$ cat src/sqd_pkg.sv
// types and constants of the shortest queue dispatcher
`timescale 1ns / 1ps

package sqd_pkg;

    localparam int CFG_W = 5;
    localparam logic [CFG_W-1:0] CFG_RESET = 5'd16;

    typedef enum logic {
        FUNC_ARRIVAL = 1'b0,
        FUNC_DEPART  = 1'b1
    } t_func;

    typedef enum logic [1:0] {
        STAT_OK    = 2'd0,
        STAT_FULL  = 2'd1,
        STAT_EMPTY = 2'd2,
        STAT_RANGE = 2'd3
    } t_status;

    typedef enum logic [2:0] {
        S_IDLE,
        S_SCAN,
        S_PICK,
        S_SELECT,
        S_JOIN,
        S_DREAD,
        S_DLEAVE
    } t_state;

    typedef struct packed {
        t_func       func;
        logic [3:0]  queue_index;
        logic [15:0] draw;
    } t_sqd_in;

    typedef struct packed {
        logic [3:0]  chosen_queue;
        logic [15:0] new_length;
        logic [4:0]  tie_count;
        logic        start_service;
        t_status     status;
    } t_sqd_out;

    typedef struct packed {
        logic wr_en;
        logic rd_en;
    } t_mem_ctrl;

endpackage

$ cat src/sqd_store.sv
// queue length memory with per-entry valid bits, unwritten entries read as zero
`timescale 1ns / 1ps

module sqd_store #(
    parameter int DEPTH = 16,
    parameter int AW    = 4,
    parameter int DW    = 16
) (
    input  logic                  i_clk,
    input  logic                  i_rst_n,
    input  sqd_pkg::t_mem_ctrl    i_ctrl,
    input  logic [AW-1:0]         i_wr_addr,
    input  logic [DW-1:0]         i_wr_data,
    input  logic [AW-1:0]         i_rd_addr,
    output logic [DW-1:0]         o_rd_data
);
    import sqd_pkg::*;

    logic [DW-1:0]    r_mem [DEPTH];
    logic [DEPTH-1:0] r_valid;
    logic [DW-1:0]    r_rd_data;
    logic             r_rd_valid;

    always_ff @(posedge i_clk) begin
        if (!i_rst_n) begin
            r_valid    <= '0;
            r_rd_valid <= 1'b0;
        end else begin
            if (i_ctrl.wr_en) begin
                r_valid[i_wr_addr] <= 1'b1;
            end
            if (i_ctrl.rd_en) begin
                r_rd_valid <= r_valid[i_rd_addr];
            end
        end
    end

    always_ff @(posedge i_clk) begin
        if (i_ctrl.wr_en) begin
            r_mem[i_wr_addr] <= i_wr_data;
        end
        if (i_ctrl.rd_en) begin
            r_rd_data <= r_mem[i_rd_addr];
        end
    end

    assign o_rd_data = r_rd_valid ? r_rd_data : '0;

endmodule

$ cat src/shortest_queue_dispatcher_top.sv
// shortest queue dispatcher: join-the-shortest-queue with random tie break
//
// usage
//   input channel: present i_item with start high; the item is taken at the
//   rising edge where start is high and busy is low. busy stays high until
//   the result has been loaded into the output register.
//   result channel: o_result is shown for exactly one cycle with o_valid
//   high. the receiver cannot stall, so every result must be taken then.
//   config: i_cfg_we with i_cfg_data writes queues_in_use; write it only
//   while busy is low and no result is pending.
// sequence, with n the number of queues in use
//   arrival: one scan over the n queues for minimum and ties, one multiply,
//   one scan for the chosen tie.
//   departure: one memory read, one update.
//   both scans share one length comparator and one memory read port, one
//   counter per cycle; a new item is taken the cycle o_valid shows.
// reset
//   i_rst_n low (synchronous) empties all queues and sets queues_in_use to
//   16; valid bits make the counters read as zero at once, no clear pass.
`timescale 1ns / 1ps

module shortest_queue_dispatcher_top #(
    parameter int MAX_QUEUES   = 16,
    parameter int LENGTH_WIDTH = 16
) (
    input  logic                           i_clk,
    input  logic                           i_rst_n,
    input  logic                           start,
    output logic                           busy,
    input  sqd_pkg::t_sqd_in               i_item,
    output logic                           o_valid,
    output sqd_pkg::t_sqd_out              o_result,
    input  logic                           i_cfg_we,
    input  logic [sqd_pkg::CFG_W-1:0]      i_cfg_data
);
    import sqd_pkg::*;

    localparam int QW = (MAX_QUEUES > 1) ? $clog2(MAX_QUEUES) : 1;
    localparam int NW = $clog2(MAX_QUEUES + 1);
    localparam int CW = NW + CFG_W;
    localparam int PW = 16 + NW;
    localparam logic [LENGTH_WIDTH-1:0] LEN_MAX = '1;

    t_state                  r_state, n_state;
    logic [CFG_W-1:0]        r_cfg;
    logic [15:0]             r_draw, n_draw;
    logic [3:0]              r_qidx, n_qidx;
    logic [NW-1:0]           r_idx, n_idx;
    logic                    r_pend, n_pend;
    logic [QW-1:0]           r_pidx, n_pidx;
    logic [LENGTH_WIDTH-1:0] r_min, n_min;
    logic [NW-1:0]           r_ties, n_ties;
    logic [NW-1:0]           r_pick, n_pick;
    logic [NW-1:0]           r_seen, n_seen;
    logic [QW-1:0]           r_chosen, n_chosen;
    t_sqd_out                r_out, n_out;
    logic                    r_out_vld, n_out_vld;

    logic [NW-1:0]           used_cnt;
    logic [QW-1:0]           last_idx;
    logic                    issue;
    logic                    in_range;
    logic                    len_lt, len_eq;
    logic [PW-1:0]           product;
    logic [LENGTH_WIDTH-1:0] join_len, leave_len;

    t_mem_ctrl               mem_ctrl;
    logic [QW-1:0]           wr_addr, rd_addr;
    logic [LENGTH_WIDTH-1:0] wr_data, rd_data;

    sqd_store #(
        .DEPTH (MAX_QUEUES),
        .AW    (QW),
        .DW    (LENGTH_WIDTH)
    ) u_store (
        .i_clk     (i_clk),
        .i_rst_n   (i_rst_n),
        .i_ctrl    (mem_ctrl),
        .i_wr_addr (wr_addr),
        .i_wr_data (wr_data),
        .i_rd_addr (rd_addr),
        .o_rd_data (rd_data)
    );

    // register value 0 acts as one queue, values above the queue count clamp
    always_comb begin
        if (r_cfg == '0) begin
            used_cnt = NW'(1);
        end else if (CW'(r_cfg) > CW'(MAX_QUEUES)) begin
            used_cnt = NW'(MAX_QUEUES);
        end else begin
            used_cnt = NW'(r_cfg);
        end
    end

    assign last_idx  = QW'(used_cnt - 1'b1);
    assign issue     = (r_idx < used_cnt);
    assign in_range  = (CW'(r_qidx) < CW'(used_cnt));
    // shared comparator for both scans
    assign len_lt    = (rd_data < r_min);
    assign len_eq    = (rd_data == r_min);
    assign product   = PW'(r_draw) * PW'(r_ties);
    assign join_len  = r_min + 1'b1;
    assign leave_len = rd_data - 1'b1;

    always_comb begin
        n_state   = r_state;
        n_draw    = r_draw;
        n_qidx    = r_qidx;
        n_idx     = r_idx;
        n_pend    = 1'b0;
        n_pidx    = r_pidx;
        n_min     = r_min;
        n_ties    = r_ties;
        n_pick    = r_pick;
        n_seen    = r_seen;
        n_chosen  = r_chosen;
        n_out     = r_out;
        n_out_vld = 1'b0;
        mem_ctrl  = '0;
        rd_addr   = r_idx[QW-1:0];
        wr_addr   = r_chosen;
        wr_data   = join_len;

        unique case (r_state)
            S_IDLE: begin
                if (start) begin
                    n_draw  = i_item.draw;
                    n_qidx  = i_item.queue_index;
                    n_idx   = '0;
                    n_seen  = '0;
                    n_state = (i_item.func == FUNC_DEPART) ? S_DREAD : S_SCAN;
                end
            end
            S_SCAN: begin
                if (issue) begin
                    mem_ctrl.rd_en = 1'b1;
                    n_idx          = r_idx + 1'b1;
                    n_pend         = 1'b1;
                    n_pidx         = r_idx[QW-1:0];
                end
                // read data comes back in the cycle after its address
                if (r_pend) begin
                    if (r_pidx == '0 || len_lt) begin
                        n_min  = rd_data;
                        n_ties = NW'(1);
                    end else if (len_eq) begin
                        n_ties = r_ties + 1'b1;
                    end
                    if (r_pidx == last_idx) begin
                        n_pend  = 1'b0;
                        n_state = S_PICK;
                    end
                end
            end
            S_PICK: begin
                n_pick  = product[PW-1:16];
                n_idx   = '0;
                n_state = S_SELECT;
            end
            S_SELECT: begin
                if (issue) begin
                    mem_ctrl.rd_en = 1'b1;
                    n_idx          = r_idx + 1'b1;
                    n_pend         = 1'b1;
                    n_pidx         = r_idx[QW-1:0];
                end
                if (r_pend && len_eq) begin
                    if (r_seen == r_pick) begin
                        n_chosen = r_pidx;
                        n_pend   = 1'b0;
                        n_state  = S_JOIN;
                    end else begin
                        n_seen = r_seen + 1'b1;
                    end
                end
            end
            S_JOIN: begin
                n_out.chosen_queue = 4'(r_chosen);
                n_out.tie_count    = 5'(r_ties);
                if (r_min == LEN_MAX) begin
                    n_out.new_length    = 16'(r_min);
                    n_out.start_service = 1'b0;
                    n_out.status        = STAT_FULL;
                end else begin
                    mem_ctrl.wr_en      = 1'b1;
                    n_out.new_length    = 16'(join_len);
                    n_out.start_service = (r_min == '0);
                    n_out.status        = STAT_OK;
                end
                n_out_vld = 1'b1;
                n_state   = S_IDLE;
            end
            S_DREAD: begin
                rd_addr = QW'(r_qidx);
                if (in_range) begin
                    mem_ctrl.rd_en = 1'b1;
                end
                n_state = S_DLEAVE;
            end
            S_DLEAVE: begin
                wr_addr             = QW'(r_qidx);
                wr_data             = leave_len;
                n_out.chosen_queue  = r_qidx;
                n_out.tie_count     = '0;
                n_out.new_length    = '0;
                n_out.start_service = 1'b0;
                if (!in_range) begin
                    n_out.status = STAT_RANGE;
                end else if (rd_data == '0) begin
                    n_out.status = STAT_EMPTY;
                end else begin
                    mem_ctrl.wr_en      = 1'b1;
                    n_out.new_length    = 16'(leave_len);
                    n_out.start_service = (leave_len != '0);
                    n_out.status        = STAT_OK;
                end
                n_out_vld = 1'b1;
                n_state   = S_IDLE;
            end
            default: begin
                n_state = S_IDLE;
            end
        endcase
    end

    always_ff @(posedge i_clk) begin
        if (!i_rst_n) begin
            r_state   <= S_IDLE;
            r_cfg     <= CFG_RESET;
            r_pend    <= 1'b0;
            r_out_vld <= 1'b0;
        end else begin
            r_state   <= n_state;
            r_pend    <= n_pend;
            r_out_vld <= n_out_vld;
            if (i_cfg_we) begin
                r_cfg <= i_cfg_data;
            end
        end
    end

    always_ff @(posedge i_clk) begin
        r_draw   <= n_draw;
        r_qidx   <= n_qidx;
        r_idx    <= n_idx;
        r_pidx   <= n_pidx;
        r_min    <= n_min;
        r_ties   <= n_ties;
        r_pick   <= n_pick;
        r_seen   <= n_seen;
        r_chosen <= n_chosen;
        r_out    <= n_out;
    end

    assign busy     = (r_state != S_IDLE);
    assign o_valid  = r_out_vld;
    assign o_result = r_out;

endmodule

$ cat config.mk
export PLATFORM = sky130hd
export DESIGN_NAME = shortest_queue_dispatcher_top
export DESIGN_NICKNAME = d
export VERILOG_FILES = /design/src/sqd_pkg.sv /design/src/sqd_store.sv /design/src/shortest_queue_dispatcher_top.sv
export SDC_FILE = /design/constraint.sdc
export NUM_CORES = 1
export LEC_CHECK = 0
export BUFFER_PORTS_ARGS = -buffer_cell sky130_fd_sc_hd__buf_2
export CORE_MARGIN = 2
export CORE_UTILIZATION = 40
export DETAILED_ROUTE_END_ITERATION = 8
export PLACE_DENSITY = 0.56
export SYNTH_ARGS = -nofsm -noshare
export SYNTH_HDL_FRONTEND = slang
export SYNTH_HIERARCHICAL = 1
export SYNTH_SLANG_ARGS = --single-unit
$ cat constraint.sdc
create_clock -name i_clk -period 14.55 [get_ports i_clk]
set_clock_uncertainty 0.2 [all_clocks]
set_input_delay 0.7275 -clock i_clk [delete_from_list [all_inputs] [get_ports i_clk]]
set_output_delay 0.7275 -clock i_clk [all_outputs]
set_load 0.02 [all_outputs]
# Word-level counts from Yosys, hierarchy flattened
# Memories as Yosys holds them, arrays and structs flattened. A register that Yosys moved wholly into a read port is not among the register bits.
# Index checks and enable logic that the tools add are counted.
# totals
inputBits	30
n_memories	1
output_inout_bits	30
reg_bits	119
ramBits	256
# classes
mux	48
mul	1
n_reduce_logical	24
bitwise_logic	1
order_cmp	7
add_sub_neg	6
eq_ne	17
# memory_table
memory	words	word_bits	rd	rd_ports_with_merged_regs	write_ports	line	rtl
u_store.r_mem	16	16	1	1	1	sqd_store.sv:19	logic [DW-1:0] r_mem [DEPTH];
# ops
operator	count
two-way mux 16 bit	5
one-hot mux 28 bit (2 select lines)	1
two-way mux 5 bit	7
zero test 16 bit	2
multiplier 16 x 5 -> 21 bit	1
two-way mux 3 bit	7
adder 16 x 1 -> 16 bit, second input constant	1
equality test 16 bit	1
equality test 16 bit, second input constant	1
< comparator 16 bit	1
two-way mux 1 bit	16
bitwise OR 16 bit	1
nonzero test 16 bit	1
subtractor 16 x 1 -> 16 bit, second input constant	1
adder 5 x 1 -> 5 bit, second input constant	3
one-hot mux 3 bit (5 select lines)	1
one-hot mux 5 bit (3 select lines)	1
inequality test 2 bit, second input constant	6
AND reduction 3 bit	4
< comparator 4 x 5 -> 1 bit, second input constant	2
one-hot mux 5 bit (2 select lines)	1
equality test 3 bit, second input constant	3
two-way mux 4 bit	2
equality test 3 x 2 -> 1 bit, second input constant	2
24 further kinds	33

# Depth between registers and ports, before layout
# Gate-level depths: netlist (run 1).
# logic_depth
depth_word	8
depth_mapped	16
depth_no_buf	14

# Hierarchy
# The synthesis (run 1) kept the hierarchy.
# modules_own_cells
mod	cells_each	area_each_um2	instances
sqd_store	463	10923.0	1
shortest_queue_dispatcher_top	757	7661.1	1

# Least setup slack after synthesis (run 1)
# No wires, ideal clock.
# synth_path
path_type	register to register
start	reg r_state[2]
end	mem u_store.r_mem[0][0], enable pin
required_ps	13938
t_arrival_ps	4399
path_buffers	3
slack_ps	9539
period_less_slack_ps	5011
setup_ps	412
path_stages_with_launch	10
cell_sequence	dfxtp_1 -> buf_2 -> nor2b_1 -> nand2_1 -> buf_6 -> buf_6 -> nand2_1 -> nand2_1 -> or3b_2 -> nor3_1
# synth_via
elab_chain_len	4
elab_cells_between_ends	6
# synth_rtl
item	line	rtl
start: declaration	shortest_queue_dispatcher_top.sv:44	t_state r_state, n_state;
start signal: assignment	shortest_queue_dispatcher_top.sv:234	r_state <= n_state;
equality test 3 bit	shortest_queue_dispatcher_top.sv:125	unique case (r_state)
one-hot mux 1 bit (2 select lines)	shortest_queue_dispatcher_top.sv:125	
two-way mux 1 bit	sqd_store.sv:39	if (i_ctrl.wr_en) begin
two-way mux 1 bit (implied by the code)	sqd_store.sv:40	r_mem[i_wr_addr] <= i_wr_data;
end: declaration	sqd_store.sv:19	
# Parallel ways exist; a longest one is shown, timed or not.

# Worst setup path in the final report (run 1)
# layout_path
start	reg r_ties[3]
end	reg r_pick[4], data pin
# layout_via
elab_chain_len	1
# layout_rtl
item	line	rtl
start: declaration	shortest_queue_dispatcher_top.sv:52	logic [NW-1:0] r_ties, n_ties;
start signal: assignment	shortest_queue_dispatcher_top.sv:249	r_ties <= n_ties;
multiplier 16 x 5 -> 21 bit	shortest_queue_dispatcher_top.sv:102	assign product = PW'(r_draw) * PW'(r_ties);
named net product[20]	shortest_queue_dispatcher_top.sv:64	logic [PW-1:0] product;
end signal: assignment	shortest_queue_dispatcher_top.sv:250	r_pick <= n_pick;
end: declaration	shortest_queue_dispatcher_top.sv:53	logic [NW-1:0] r_pick, n_pick;
# The timed path passes the listed nets, and every way through them passes these cells.
# A chain may end at the register's enable or synchronous reset.

==> run_results.csv, run 1 <==
group,metric,value,unit
setup_path,slowest_stage,"edfxtp_1",
logic_synthesis,async_flop_share,0,
drt,first_pass_iters,5,
logic_synthesis,yosysSeqAreaShare,0.617,
placement,placed_area,19600,sq um
clock_tree,cts.sinks,391,
placement,routabilityCongestion,0.831,
sta,hold_slack,0.133,ns
drt,wl_per_cell,22.2,um
placement,place_hpwl,27.0,mm
floorplan,rows,78,
drt,routed_wl,42.8,mm
setup_path,worstPathCellList,"and2_1, fa_1, fa_1, inv_1, fa_1, inv_1, ha_1, and3_1, nand3_1, or3b_2, o21ai_0, nor2_1, a221o_1",
pwr,p_comb_frac,0.184,
floorplan,die_x,220,um
grt,grt_pass1_vias,10900,
hold_path,worstHoldPathType,"primary input to flip-flop",
cells_and_area,fin_util,0.460,
setup_path,end_kind,"flip-flop",
cells_and_area,antenna_cells,0,
clock_tree,tritoncts,"built",
floorplan,start_util,0.408,
logic_synthesis,synth-edff-count,364,
setup_path,path_buf_inv,2,
grt,gr-total-overflow,0,
clock_tree,cts_setup_buffers,0,
cells_and_area,nNetsFinal,1429,
logic_synthesis,synth_nets,1349,
pwr,ir_drop,0.0957,mV
floorplan,pin_count,60,
drt,ant_nets,0,
cells_and_area,layout-drive-gt1-share,0.192,
sta,hold_viol,0,
pwr,p_clk_frac,0.357,
drt,first_iter_violations,1002,
sta,slew_violations,0,
clock_tree,clkSlewWorstSetupHoldPaths,0.06,ns
logic_synthesis,ys_ff_latch,391,
logic_synthesis,postSynthCellCount,1220,
floorplan,die_area,48200,sq um
sta,finalCritPeriodShare,0.321,
clock_tree,cts_made_buffers,42,
clock_tree,htree_levels,2,
sta,fmax,214,MHz
logic_synthesis,synth.cell_area,18600,sq um
sta,rsz0062_at_grt,"no",
drt,post-route-drc-count,0,
sta,fin_tns_setup,0,ns
clock_tree,cts_root_buf,"clkbuf_16",
logic_synthesis,yosysWarnings,6,
grt,grt_first_pass_wirelength,66.8,mm
clock_tree,cts_max_path_buffers,3,
cells_and_area,fill_cells,3927,
clock_tree,worstSkewPairLatency,0.58,ns
setup_path,cp_common_cell,"fa_1",
logic_synthesis,syn_avg_cell_area,15.2,sq um
setup_path,start_kind,"flip-flop",
sta,slew_headroom,0.0928,
sta,tightest_slew,1.36,ns
pwr,power_density,136,nW/um^2
clock_tree,postCtsHoldBufs,0,
pwr,p_sw,767,uW
outcome,status,"completed",
setup_path,path_class,"flip-flop to flip-flop",
setup_path,cp_max_fo,19,
drt,vias,10500,
grt,grt_antenna_before_repair,0,
run,maxCapViolCount,0,
pwr,p_int,2090,uW
cells_and_area,layoutNonFillerInstCount,1931,
sta,period_minus_slack,4.67,ns
setup_path,critical-path-top-delay-family,"adder cells",
floorplan,core,45600,sq um
drt,vias_per_cell,5.45,
clock_tree,postCtsResizedCells,0,
setup_path,crit_required,14.68,ns
grt,grt_use_total,0.186,
setup_path,arrival,4.80,ns
grt,grt_max_degree,68,
setup_path,cpPeakStageDelay,0.63,ns
logic_synthesis,synthDistinctLibCells,62,
sta,setup_viol,0,
floorplan,fp.dieH,220,um
cells_and_area,area_growth,12.9,%
cells_and_area,fin_area,21000,sq um
pwr,p_leak,0.00746,uW
placement,numPortBuffers,59,
placement,place_inst,1855,
pwr,switching_share,0.268,
logic_synthesis,synth_top_flop_cell,"edfxtp_1",
pwr,seqPwrFrac,0.460,
-- cell usage after synthesis (all sizes together) (17+ instances only) --
master  count  area (sq um)
a21oi      26           130
and2       89           557
buf        22           159
clkbuf     25          93.8
dfxtp      27           541
edfxtp    364         10900
fa         41           821
ha         58           726
inv        80           300
mux4       82          1850
nand2      62           233
nand3      26           130
nor2       66           248
nor3       24           120
o21a       20           150
o21ai      37           185
xnor2      35           307
xor2       17           149
-- cell families (layout without fill, tap and decap cells) --
logic type                 Yosys count  after routing  synth area share
and+or+nand+nor                    336            336            0.0972
muxes                               97             97             0.108
adders and majority gates           99             99            0.0832
xor gates and xnor gates            52             52            0.0245
DFF                                391            391             0.617
buffers and inverters              127            238            0.0298
AOI/OAI and AO/OA                  118            118            0.0403
-- worst paths after layout --
| path | startpoint | end | slack, ns | depth (start not counted) |
|---|---|---|---|---|
| worst min register to register | u_store/r_valid[3]$_SDFFE_PN0P_ | u_store/r_valid[3]$_SDFFE_PN0P_ | 0.26 | 1 |
| worst min-delay path | i_item[18] | r_qidx[2]$_DFFE_PP_ | 0.13 | 1 |
| worst max-delay path | r_ties[3]$_SDFFCE_PP0P_ | r_pick[4]$_DFFE_PP_ | 9.88 | 13 |
| worst max register to register | r_ties[3]$_SDFFCE_PP0P_ | r_pick[4]$_DFFE_PP_ | 9.88 | 13 |
-- through the flow --
stage                     total power (uW)  setup slack (ns)
after floorplan                       1730              9.54
after global placement                1870              9.91
after detailed placement              1870              9.88
after CTS                             2900              9.86
after global routing                  2990              9.61
final                                 2860              9.88
-- cell type report --
cell class | count | area [sq um] | area share
tap | 600 | 751 | 0.0358
clock buffer | 56 | 1140 | 0.0545
inverter | 80 | 300 | 0.0143
sequential | 391 | 11500 | 0.547
multi-input combinational | 702 | 6670 | 0.318
clock inverter | 19 | 174 | 0.00829
timing repair buffer | 83 | 475 | 0.0227
-- state kept, by name, indices dropped and copies added, names as in the netlist --
register,flops
o_result,28
o_valid,1
r_cfg,5
r_chosen,4
r_draw,16
r_idx,5
r_min,16
r_pend,1
r_pick,5
r_pidx,4
r_qidx,4
r_seen,5
r_state,3
r_ties,5
u_store/r_mem,256
u_store/r_rd_data,16
u_store/r_rd_valid,1
u_store/r_valid,16
-- metal layers --
layer | vias up | track usage | routed length, um
met5 | - | 0 | 0
met4 | 0 | 0.0486 | 872
met3 | 72 | 0.0297 | 2100
met2 | 278 | 0.304 | 20300
met1 | 5435 | 0.259 | 19500
li1 | 4746 | - | -
-- power groups by stage --
stage               Sequential [uW]  Combinational (uW)  Clock [uW]
floorplan                      1320                 414           0
global placement               1340                 526           0
detailed placement             1340                 530           0
CTS                            1320                 532        1050
global route                   1320                 578        1100
finish                         1320                 525        1020
-- worst reg2reg max path, stage by stage (launching register included) --
cell and delay [ns]:
edfxtp_1 0.63, and2_1 0.29, fa_1 0.49, fa_1 0.55, inv_1 0.06, fa_1 0.53, inv_1 0.04, ha_1 0.30
and3_1 0.19, nand3_1 0.11, or3b_2 0.46, o21ai_0 0.24, nor2_1 0.08, a221o_1 0.25
-- placed cells by master, fill, tap and decap left out, drive strengths merged, types with 4 or more instances in the layout --
master	netlist	layout
nor3	24	24
fa	41	41
and4	5	5
nor2	66	66
a211oi	4	4
xnor2	35	35
nand2b	6	6
a21oi	26	26
mux2	4	4
mux2i	11	11
inv	80	82
nand2	62	62
o21a	20	20
and3	4	4
o211ai	5	5
nand3	26	26
edfxtp	364	364
and2	89	89
nor4	7	7
ha	58	58
nand4	16	16
dfxtp	27	27
nor2b	9	9
a21o	4	4
xor2	17	17
clkinv	0	16
o21ai	37	37
clkbuf	25	56
mux4	82	82
nand3b	5	5
buf	22	83
Power figures use the tool's default switching activity.
==> run 2, diff against run 1 <==
Settings changed: ABC_AREA set to 1.
Clock period 14.55 ns to 4.6 ns, I/O delays scaled along.
==> run 2 against run 1 <==
  * Sequential share of layout area decreased by 3.4 points
  * Die area increased by 4.5%
  * Utilization grew 0.72 points
  * Worst setup slack worse by 9.5 ns
  * Flip-flop and latch count stayed put
  * Critical path depth grew 5
  * Critical path type unchanged
  * Wire length grew 15%
  * Clock power grew to 3.5 times the previous value
  * Final area grew 6.6%
  * Fmax grew 9.5%
==> run_results.csv, run 2 <==
group,metric,value,unit
outcome,status,"completed",
grt,grt_max_degree,137,
floorplan,die_area,50400,sq um
logic_synthesis,synth_nets,2006,
pwr,p_sw,4820,uW
placement,routabilityCongestion,0.833,
run,maxCapViolCount,0,
clock_tree,tritoncts,"built",
sta,finalCritPeriodShare,0.927,
pwr,seqPwrFrac,0.359,
cells_and_area,final_cell_mix,"edfxtp_1 (364), nor2_1 (300), nand2_1 (288)",
floorplan,pin_count,60,
pwr,ir_drop,0.336,mV
clock_tree,cts.sinks,391,
floorplan,die_x,224,um
setup_path,crit-reg2reg-launch,"r_ties[2]$_SDFFCE_PP0P_",
setup_path,end_kind,"flip-flop",
drt,routed_wl,49.2,mm
setup_path,crit_required,4.72,ns
setup_path,cp_max_fo,20,
logic_synthesis,async_flop_share,0,
pwr,switching_share,0.376,
setup_path,worstPathCellList,"nand2_1, inv_1, fa_1, fa_1, inv_1, fa_1, inv_1, ha_1, a21oi_1, o21ai_0, nor2_1, nand2_1, nand2_1, nand2_1, nand2_1, nand2_1, nand2_1, nand2_1",
setup_path,rr_worst_depth,18,
hold_path,worstHoldPathType,"primary input to flip-flop",
grt,grt_pass1_vias,13400,
hold_path,hp-start,"i_item[10]",
logic_synthesis,postSynthCellCount,1877,
floorplan,fp.dieH,224,um
setup_path,r2r_slack,0.34,ns
drt,vias,13600,
grt,grt_use_total,0.198,
sta,setup_slack,0.336,ns
sta,rsz0062_at_grt,"no",
floorplan,core,47800,sq um
sta,period_minus_slack,4.26,ns
cells_and_area,multi_input_area,6790,sq um
placement,place_hpwl,30.8,mm
logic_synthesis,synthDistinctLibCells,49,
clock_tree,worstSkewPairLatency,0.59,ns
setup_path,cp_common_cell,"nand2_1",
placement,place_ws,0.407,ns
logic_synthesis,synth_top_flop_cell,"edfxtp_1",
clock_tree,cts_made_buffers,45,
sta,fmax,235,MHz
cells_and_area,seqCellArea,11500,sq um
clock_tree,cts_max_path_buffers,3,
grt,gr-total-overflow,0,
logic_synthesis,syn_avg_cell_area,10.4,sq um
sta,slew_violations,0,
grt,grt_first_pass_wirelength,76.3,mm
hold_path,min_to,"r_draw[10]$_DFFE_PP_",
sta,hold_slack,0.171,ns
sta,fin_tns_setup,0,ns
logic_synthesis,yosysTopAreaCellShare,0.562,
setup_path,slowest_stage,"edfxtp_1",
pwr,p_int,8000,uW
setup_path,arrival,4.39,ns
placement,numPortBuffers,59,
logic_synthesis,yosysMostFrequentCell,"edfxtp_1",
drt,vias_per_cell,5.17,
setup_path,r2r-end,"r_pick[2]$_DFFE_PP_",
logic_synthesis,synth.cell_area,19400,sq um
logic_synthesis,ys_ff_latch,391,
clock_tree,cts_root_buf,"clkbuf_16",
drt,post-route-drc-count,0,
logic_synthesis,yosys.area.top_type,"edfxtp_1",
logic_synthesis,yosysSeqAreaShare,0.590,
drt,wl_per_cell,18.7,um
logic_synthesis,ys_top_cells_by_area,"edfxtp_1 (56%), nor2_1 (6.1%), nand2_1 (5.6%)",
floorplan,rows,80,
drt,first_pass_iters,6,
cells_and_area,fin_area,22400,sq um
sta,tightest_slew,0.945,ns
placement,placed_area,20500,sq um
sta,setup_viol,0,
clock_tree,clkSlewWorstSetupHoldPaths,0.05,ns
hold_path,min_path_cells,2,
sta,hold_viol,0,
pwr,power_density,573,nW/um^2
drt,first_iter_violations,1142,
cells_and_area,largest_reg_flops,256,
clock_tree,postCtsResizedCells,0,
clock_tree,htree_levels,2,
logic_synthesis,synth_common_cells,"edfxtp_1 (364), nor2_1 (318), nand2_1 (288), inv_1 (214), o21ai_0 (167)",
cells_and_area,area_growth,15.1,%
setup_path,path_class,"flip-flop to flip-flop",
drt,ant_nets,0,
setup_path,cpPeakStageDelay,0.85,ns
cells_and_area,layout-drive-gt1-share,0.108,
sta,slew_headroom,0.366,
pwr,p_clk_frac,0.279,
setup_path,start_kind,"flip-flop",
pwr,p_leak,0.00900,uW
cells_and_area,nNetsFinal,2114,
cells_and_area,fill_cells,4439,
cells_and_area,final_common_cell,"edfxtp_1",
floorplan,start_util,0.406,
pwr,p_comb_frac,0.362,
cells_and_area,max_flop_register,"u_store/r_mem",
grt,grt_antenna_before_repair,1,
logic_synthesis,yosysWarnings,6,
logic_synthesis,synth-edff-count,364,
run 2: cell types whose count changed after synthesis, moves of 63 or more:
cell,before,now
inv_1,80,214
nand2_1,62,288
o211ai_1,5,68
mux4_2,82,0
nor2_1,66,318
and2_1,89,0
o21ai_0,35,167
run 2: final cells by class:
type                            count  share of cell area
Inverter                          221              0.0372
Tap cell                          615              0.0344
Antenna cell                        1            0.000112
Sequential cell                   391               0.513
Multi-Input combinational cell   1190               0.304
Clock inverter                     24              0.0132
Clock buffer                       58              0.0530
Timing Repair Buffer              136              0.0456
run 2: metrics by stage:
step	std cells	utilization	total power (uW)
2_1_floorplan	1877	-	8030
3_3_place_gp	2519	0.429	9200
3_5_place_dp	2519	0.429	9270
4_1_cts	2635	0.467	12900
5_1_grt	2636	0.468	13700
6_report	2636	0.468	12800
run 2: worst max-delay path: cells and delay by family (launching register included):
kind / cells / cell delay (ns)
AO/OA/AOI/OAI: 2 / 0.25
adder cells (fa/ha/maj): 4 / 1.82
buffers and inverters: 3 / 0.20
flip-flops: 1 / 0.85
AND/OR/NAND/NOR: 9 / 0.68
run 2: cell families after synthesis:
kind of cell | Yosys count | synth area share
AND/OR/NAND/NOR | 753 | 0.160
flip-flops | 391 | 0.590
AO/OA/AOI/OAI | 304 | 0.0902
buffers and inverters | 296 | 0.0647
adder cells (fa/ha/maj) | 99 | 0.0796
XOR/XNOR | 34 | 0.0153
run 2: per-layer routing:
layer,share of wire,up-vias,GRT usage
li1,-,6581,-
met1,0.45,6583,0.274
met2,0.46,378,0.319
met3,0.062,79,0.0350
met4,0.024,0,0.0573
met5,0,-,0
run 2: worst max path at each step:
stage / slack [ns] / cells after the start / startpoint / end
after global routing: 0.03 / 18 / r_ties[2]$_SDFFCE_PP0P_ / r_pick[2]$_DFFE_PP_
after global placement: 0.47 / 14 / r_ties[3]$_SDFFCE_PP0P_ / r_pick[1]$_DFFE_PP_
final: 0.34 / 18 / r_ties[2]$_SDFFCE_PP0P_ / r_pick[2]$_DFFE_PP_
after detailed placement: 0.41 / 18 / r_ties[2]$_SDFFCE_PP0P_ / r_pick[2]$_DFFE_PP_
after floorplan: 0.59 / 16 / r_ties[3]$_SDFFCE_PP0P_ / r_pick[1]$_DFFE_PP_
after CTS: 0.39 / 18 / r_ties[2]$_SDFFCE_PP0P_ / r_pick[2]$_DFFE_PP_
run 2: what timing repair did:
action / CTS / global route
hold buffers: 34 / 0
setup endpoints to repair: 0 / 0
hold endpoints to repair: 34 / 0
buffers inserted: 0 / 0
run 2: power by group through the flow:
stage	combinational, uW	clock, uW	sequential [uW]
finish	4640	3580	4600
detailed placement	4600	0	4670
global route	5300	3800	4630
CTS	4660	3660	4600
floorplan	3420	0	4610
global placement	4530	0	4670
==> run 3, diff against run 2 <==
Settings changed: ABC_AREA 1 to 0.
==> run 3 against run 2 <==
  * Sequential power is 9.8% lower
  * Largest power group is now sequential cells
  * Critical path depth decreased by 5
  * Critical path type unchanged
  * Combinational power fell by 62%
  * Flip-flop and latch count unchanged
  * Critical endpoint is now r_pick[4]$_DFFE_PP_
==> run_results.csv, run 3 (synthesis gave the netlist of run 1 again) <==
group,metric,value,unit
cells_and_area,fin_util,0.479,
floorplan,die_x,220,um
cells_and_area,fill_cells,3886,
drt,post-route-drc-count,0,
run,maxCapViolCount,0,
cells_and_area,seqCellArea,11500,sq um
setup_path,cpPeakStageDelay,0.54,ns
placement,place_ws,0.0720,ns
sta,fin_tns_setup,0,ns
floorplan,rows,78,
clock_tree,cts_root_buf,"clkbuf_16",
cells_and_area,antenna_cells,0,
setup_path,path_class,"flip-flop to flip-flop",
drt,wl_per_cell,21.3,um
hold_path,worstHoldPathType,"primary input to flip-flop",
sta,period_minus_slack,4.35,ns
cells_and_area,max_flop_register,"u_store/r_mem",
cells_and_area,final_cell_mix,"edfxtp_1 (364), and2_1 (89), mux4_2 (82)",
setup_path,start_kind,"flip-flop",
placement,routabilityCongestion,0.823,
setup_path,end_kind,"flip-flop",
placement,numPortBuffers,59,
clock_tree,cts_max_path_buffers,3,
floorplan,fp.dieH,220,um
grt,grt_max_degree,40,
setup_path,arrival,4.47,ns
cells_and_area,nNetsFinal,1513,
sta,setup_slack,0.245,ns
sta,setup_viol,0,
drt,vias_per_cell,5.33,
clock_tree,clkSlewWorstSetupHoldPaths,0.06,ns
outcome,status,"completed",
cells_and_area,largest_reg_flops,256,
floorplan,die_area,48200,sq um
grt,grt_pass1_vias,11000,
clock_tree,cts.sinks,391,
cells_and_area,area_growth,17.6,%
sta,tightest_slew,1.24,ns
sta,hold_slack,0.180,ns
setup_path,cp_common_cell,"fa_1",
drt,vias,10700,
placement,place_hpwl,28.6,mm
clock_tree,cts_made_buffers,43,
drt,first_pass_iters,7,
grt,grt_use_total,0.185,
floorplan,core,45600,sq um
drt,ant_nets,0,
sta,finalCritPeriodShare,0.947,
clock_tree,tritoncts,"built",
floorplan,start_util,0.408,
drt,first_iter_violations,875,
setup_path,worstPathCellList,"buf_2, and2_1, fa_1, fa_1, inv_1, fa_1, inv_1, ha_1, nand4_1, or3b_4, o21ai_1, nor2_1, a221o_1",
pwr,total_power,9490,uW
sta,hold_viol,0,
grt,gr-total-overflow,0,
grt,grt_antenna_before_repair,0,
clock_tree,worstSkewPairLatency,0.57,ns
cells_and_area,multi_input_area,6630,sq um
setup_path,crit_required,4.71,ns
sta,fmax,230,MHz
cells_and_area,layout-drive-gt1-share,0.216,
setup_path,slowest_stage,"fa_1",
sta,slew_violations,0,
setup_path,cp_max_fo,6,
sta,slew_headroom,0.172,
pwr,p_leak,0.00795,uW
sta,rsz0062_at_grt,"no",
pwr,power_density,434,nW/um^2
floorplan,pin_count,60,
cells_and_area,final_common_cell,"edfxtp_1",
setup_path,critical-path-top-delay-family,"adder cells",
setup_path,path_buf_inv,3,
clock_tree,htree_levels,2,
drt,routed_wl,43.0,mm
grt,grt_first_pass_wirelength,66.2,mm
pwr,ir_drop,0.295,mV
[run 3: cell count changes in the layout (fill, tap and decap cells not counted), sizes merged, moves of 64 or more]
cell	previous run	this run
and2	0	89
inv	222	81
mux4	0	82
nand2	292	62
nor2	325	66
o211ai	69	5
o21ai	181	37
[run 3: layout make-up]
cell class                 count  area share
sequential                   391       0.525
multi-input combinational    702       0.303
timing repair buffer         166      0.0562
clock buffer                  60      0.0531
tap                          600      0.0344
clock inverter                19      0.0143
inverter                      80      0.0137
[run 3: path summary, 6_finish.rpt]
path | start | endpoint | slack, ns | depth (start not counted)
worst min register to register | u_store/r_valid[0]$_SDFFE_PN0P_ | u_store/r_valid[0]$_SDFFE_PN0P_ | 0.26 | 1
worst max register to register | r_ties[3]$_SDFFCE_PP0P_ | r_pick[4]$_DFFE_PP_ | 0.25 | 13
worst min-delay path | i_item[18] | r_qidx[2]$_DFFE_PP_ | 0.18 | 2
worst max-delay path | r_ties[3]$_SDFFCE_PP0P_ | r_pick[4]$_DFFE_PP_ | 0.25 | 13
[run 3: through the flow]
stage	std cells	cell area (sq um)
final	2018	21900
after global placement	1894	19900
after global routing	2018	21900
after detailed placement	1894	19900
after CTS	2011	21800
after floorplan	1220	18600
[run 3: metal layers]
layer | routed length [um] | global-route usage | vias up
li1 | - | - | 4901
met1 | 19200 | 0.255 | 5510
met2 | 20600 | 0.305 | 269
met3 | 2230 | 0.0295 | 69
met4 | 933 | 0.0486 | 0
met5 | 0 | 0 | -
[run 3: power by group]
part	internal, uW	switching, uW	total (uW)
Sequential	4040	102	4150
Clock	2170	1410	3580
Combinational	820	939	1760
Total	7030	2450	9490
[run 3: repair_timing]
item	CTS	global route
resized for setup	0	3
hold endpoints to repair	43	0
hold buffers	38	0
endpoints found under the setup margin	0	4
setup buffers	0	7
